### src/rtl/dmht_pkg.sv
// ----------------------------------------------------------------------------
// dmht_pkg
// Shared types and constants for the direct-mapped hash table.
// ----------------------------------------------------------------------------
package dmht_pkg;

  localparam int TABLE_DEPTH = 4096;
  localparam int KEY_W       = 64;
  localparam int CFG_W       = 13;
  localparam int IDX_W       = $clog2(TABLE_DEPTH);
  localparam int SIZE_W      = $clog2(TABLE_DEPTH + 1);
  localparam int CNT_W       = SIZE_W;
  localparam int TRIAL_W     = IDX_W + 1;
  localparam int PERMILLE    = 1000;
  localparam int PROD_W      = $clog2(TABLE_DEPTH * PERMILLE + 1);
  localparam int STEP_W      = $clog2(KEY_W + 1);
  localparam int FILL_W      = 10;
  localparam int VAL_W       = 16;
  localparam int DEP_W       = 8;
  localparam int ENT_W       = 1 + DEP_W + VAL_W;

  typedef enum logic [1:0] {
    OP_LOOKUP = 2'd0,
    OP_INSERT = 2'd1,
    OP_CLEAR  = 2'd2
  } op_t;

  typedef enum logic [3:0] {
    S_INIT,
    S_IDLE,
    S_MOD_GO,
    S_MOD_WAIT,
    S_READ,
    S_CHECK,
    S_CLEAR,
    S_FILL_GO,
    S_FILL_WAIT,
    S_RESP
  } state_t;

  typedef struct packed {
    logic [1:0]              operation;
    logic [KEY_W-1:0]        key;
    logic signed [VAL_W-1:0] value;
    logic [DEP_W-1:0]        depth;
  } in_item_t;

  typedef struct packed {
    logic                    hit;
    logic signed [VAL_W-1:0] found_value;
    logic [DEP_W-1:0]        found_depth;
    logic                    stored;
    logic [FILL_W-1:0]       fill_permille;
  } out_item_t;

  typedef struct packed {
    logic               start;
    logic [STEP_W-1:0]  steps;
    logic [KEY_W-1:0]   dividend;
    logic [TRIAL_W-1:0] divisor;
  } div_req_t;

  typedef struct packed {
    logic              busy;
    logic [PROD_W-1:0] quotient;
    logic [IDX_W-1:0]  remainder;
  } div_rsp_t;

endpackage

### src/rtl/dmht_div.sv
// ----------------------------------------------------------------------------
// dmht_div
// Restoring serial divider, one quotient bit per cycle, dividend MSB first.
// ----------------------------------------------------------------------------
module dmht_div (
  input  logic              clk,
  input  logic              rst_n,
  input  dmht_pkg::div_req_t req,
  output dmht_pkg::div_rsp_t rsp
);
  import dmht_pkg::*;

  logic [KEY_W-1:0]   dvd_r;
  logic [IDX_W-1:0]   rem_r;
  logic [TRIAL_W-1:0] dsr_r;
  logic [STEP_W-1:0]  cnt_r;
  logic               busy_r;

  logic [TRIAL_W-1:0] trial;
  logic [TRIAL_W-1:0] diff;
  logic               ge;

  assign trial = {rem_r, dvd_r[KEY_W-1]};
  assign ge    = (trial >= dsr_r);
  assign diff  = trial - dsr_r;

  always_ff @(posedge clk) begin
    if (!rst_n) begin
      busy_r <= 1'b0;
      cnt_r  <= '0;
    end else if (req.start) begin
      busy_r <= 1'b1;
      cnt_r  <= req.steps;
    end else if (busy_r) begin
      cnt_r <= cnt_r - STEP_W'(1);
      if (cnt_r == STEP_W'(1)) begin
        busy_r <= 1'b0;
      end
    end
  end

  always_ff @(posedge clk) begin
    if (req.start) begin
      dvd_r <= req.dividend;
      rem_r <= '0;
      dsr_r <= req.divisor;
    end else if (busy_r) begin
      dvd_r <= {dvd_r[KEY_W-2:0], ge};
      rem_r <= ge ? diff[IDX_W-1:0] : trial[IDX_W-1:0];
    end
  end

  assign rsp.busy      = busy_r;
  assign rsp.quotient  = dvd_r[PROD_W-1:0];
  assign rsp.remainder = rem_r;

endmodule

### config.mk
export PLATFORM = sky130hd
export DESIGN_NAME = dmht_div
export DESIGN_NICKNAME = d
export VERILOG_FILES = /design/src/rtl/dmht_pkg.sv /design/src/rtl/dmht_div.sv
export SDC_FILE = /design/constraint.sdc
export NUM_CORES = 1
export LEC_CHECK = 0
export BUFFER_PORTS_ARGS = -buffer_cell sky130_fd_sc_hd__buf_2
export CAP_MARGIN = 20
export CORE_MARGIN = 2
export CORE_UTILIZATION = 30
export CTS_CLUSTER_SIZE = 28
export DETAILED_ROUTE_END_ITERATION = 12
export GPL_TIMING_DRIVEN = 0
export PLACE_DENSITY = 0.6
export SLEW_MARGIN = 10
export SYNTH_ARGS = -nofsm -noshare
export SYNTH_HDL_FRONTEND = slang
export SYNTH_SLANG_ARGS = --single-unit
### constraint.sdc
create_clock -name clk -period 3.4 [get_ports clk]
set_clock_uncertainty 0.15 [all_clocks]
set_input_delay 0.17 -clock clk [delete_from_list [all_inputs] [get_ports clk]]
set_output_delay 0.17 -clock clk [all_outputs]
set_load 0.02 [all_outputs]
==> metrics <==
outcome finished, final reports clean; Total GRT Usage 13.4%; Clock transition at path regs about 0.07 ns; synth top area cells edfxtp_1 48%, mux2_2 15%, dfxtp_1 8.3%, ha_1 3.9%, buf_4 3.7%; initial drt markers 127; largest net degree at the start of global routing 65; CP Cell Sequence ha_1, nand3_1, nor4_1, a211oi_1, o21ai_4, buf_8, mux2_2; Avg WL per Cell 14.0 µm; Ports 122; Crit Path Category register to register; root buffer cell clkbuf_16; FMAX 0.395 GHz; chip width 131 µm; gr ovfl total 0; Core Util, Final 43.4%; TritonCTS buffer count 9; Clock Tree Buf Depth 2; Clk Latency, worst-skew pair 0.35 ns; hold slack final about 0.03 ns; area of all placed cells without fillers 6860 µm²; Yosys warnings 0; Row Count 46; core footprint between 15000 and 20000 µm²; most frequent cell after synthesis edfxtp_1; sequential share of the synthesized area 56.0%; Via-to-Cell Ratio 4.31; Syn Inst Count 364; area delta synth->final 41.8%; Cell Area, Placed 5720 µm²; Setup WS post-layout between 0.8 and 0.9 ns; Routed met1 length 4.75 mm; Post-synth top cells 77 x edfxtp_1, 65 x mux2_2, 24 x buf_4; met3 wire length 607 µm; CP bufs+invs 1; Slew headroom 46.1%; Power per Cell Area 450 nW/µm²; data arrival time of the worst path 2.47 ns; CTS tree done; worst-margin pin slew 0.809 ns; Synth Flop Type edfxtp_1; htree depth 3; Placement Setup Slack just under 0.9 ns; met2 wire length ~5.7 mm; final net count 685; via count 3460; share of cells above drive strength 1 40.2%; CP max stage cell a211oi_1; peak supply drop 0.294 mV; die area between 15000 and 20000 µm²; die extent in y 131 µm; Setup TNS Final 0 ns; vias in the first global route approximately 3700; Crit. End Element register; Leak 0.00285 µW; RSZ-0062 raised after global routing false; min-delay worst type input pin to register; Initial Util 30.6%; simple-gate area share of the yosys netlist 5.79%; Post-synth EDFFs 77; DRT antenna net count 0; crit-path leading delay family compound AO/OA/AOI/OAI gates; Synth cell types 46; Post-synth ARST share 0%; cell taking the most area after synthesis edfxtp_1; multiplexer area fraction after synthesis 17.3%; Setup crit start kind register; fin crit share 74.5%; area fraction in compound gates after synthesis 7.16%; Synth Area in Adders 4.29%; CP max stage delay 0.45 ns; Final setup viols 0; Clock Sinks between 90 and 100; first-pass GRT wire length 17.5 mm; xor/xnor share of the synthesized area 2.71%; Avg Inst Size Synth 13.3 µm²; DRT Pass-1 Iters 4; total of max-cap violations 0; share of the synthesized area in the top cell type 47.8%; Required @ worst endpoint between 3 and 4 ns; fin. max-slew vios 0; Synth Cell Area around 4800 µm²; minimum period implied by the final worst setup slack 2.53 ns; Crit Path Max Fanout 10; Hold Fails Final Rpt 0; Synth Register Bits 97; WL final 11.2 mm; routability congestion estimate 0.848; number of port buffers ~120; main combinational cell family by area after synthesis multiplexers; DRC viols 0; Top Metal Used met4; syn_nets 467; number of antenna violations at the first check in global routing 0; post-detail-place hpwl 7.48 mm; Antenna Cells 0
## power breakdown
part | switching, µW | total (µW) | leakage (µW) | internal [µW]
clock | 483 | 995 | 0.000141 | 513
combinational | 285 | 619 | 0.00177 | 334
sequential | 54.5 | 1470 | 0.000936 | 1420
## logic make-up (layout without fill, tap and decap cells)
kind of cell             Yosys count  after routing
XOR/XNOR                          15             15
flip-flops                        97             97
AO/OA/AOI/OAI                     48             48
AND/OR/NAND/NOR                   59             59
multiplexers                      75             75
adder cells (fa/ha/maj)           16             16
buffers and inverters             54            277
## metrics by stage
stage	power, µW	std cells
after global placement	2030	701
after floorplan	1870	364
after detailed placement	2040	701
after CTS	3140	803
final	3090	803
after global routing	3240	803
## placed cells by master (no fill, tap or decap), types with 5 or more instances in the layout
master	netlist	final
a211oi_1	8	8
a21oi_1	8	8
and2_1	5	5
buf_2	0	121
buf_4	24	24
clkbuf_1	5	5
clkbuf_16	0	9
dfxtp_1	20	20
dlygate4sd3_1	1	87
edfxtp_1	77	77
ha_1	15	15
inv_1	19	18
mux2_2	65	65
mux2i_1	9	9
nand2_1	18	18
nor2_1	17	17
o21ai_0	11	11
xnor2_1	11	11
## repair_timing
action | in CTS | in global routing
resized for setup | 0 | 0
setup buffers | 0 | 0
hold buffers | 86 | 0
hold endpoints to repair | 84 | 0
## final timing paths
| kind | start | end | slack, ns | cells past startpoint |
|---|---|---|---|---|
| max | rem_r[9]$_SDFFE_PP0P_ | dvd_r[0]$_DFFE_PP_ | 0.87 | 7 |
| min | req[13] | dvd_r[0]$_DFFE_PP_ | 0.03 | 2 |
| max reg2reg | rem_r[9]$_SDFFE_PP0P_ | dvd_r[0]$_DFFE_PP_ | 0.87 | 7 |
| min reg2reg | rem_r[6]$_SDFFE_PP0P_ | rem_r[6]$_SDFFE_PP0P_ | 0.35 | 2 |
## worst register-to-register path, stage by stage, from the launching register on
cell and delay [ns]:
dfxtp_1 0.35, ha_1 0.38, nand3_1 0.21, nor4_1 0.10, a211oi_1 0.45, o21ai_4 0.15, buf_8 0.19, mux2_2 0.30
## layout make-up
| type | count | area, µm² |
|---|---|---|
| flip-flops and latches | 97 | 2710 |
| multi-input cells | 213 | 1800 |
| repair buffers | 207 | 1470 |
| well taps | 216 | 270 |
| clock buffers | 9 | 225 |
| clock inverters | 7 | 58.8 |
| inverters | 19 | 73.8 |
| fillers | 1468 | 8960 |
| plain buffers | 35 | 254 |
## metal layers
metal,track usage (%),vias up
li1,-,1733
met5,0,-
met4,4.32,0
met2,24.0,92
met3,4.36,10
met1,15.1,1625
## sequential cells by signal (all words and copies together) (netlist names)
name,count
dvd_r,64
rem_r,12
cnt_r,7
busy_r,1
dsr_r,13
(Power assumes the default switching activity.)
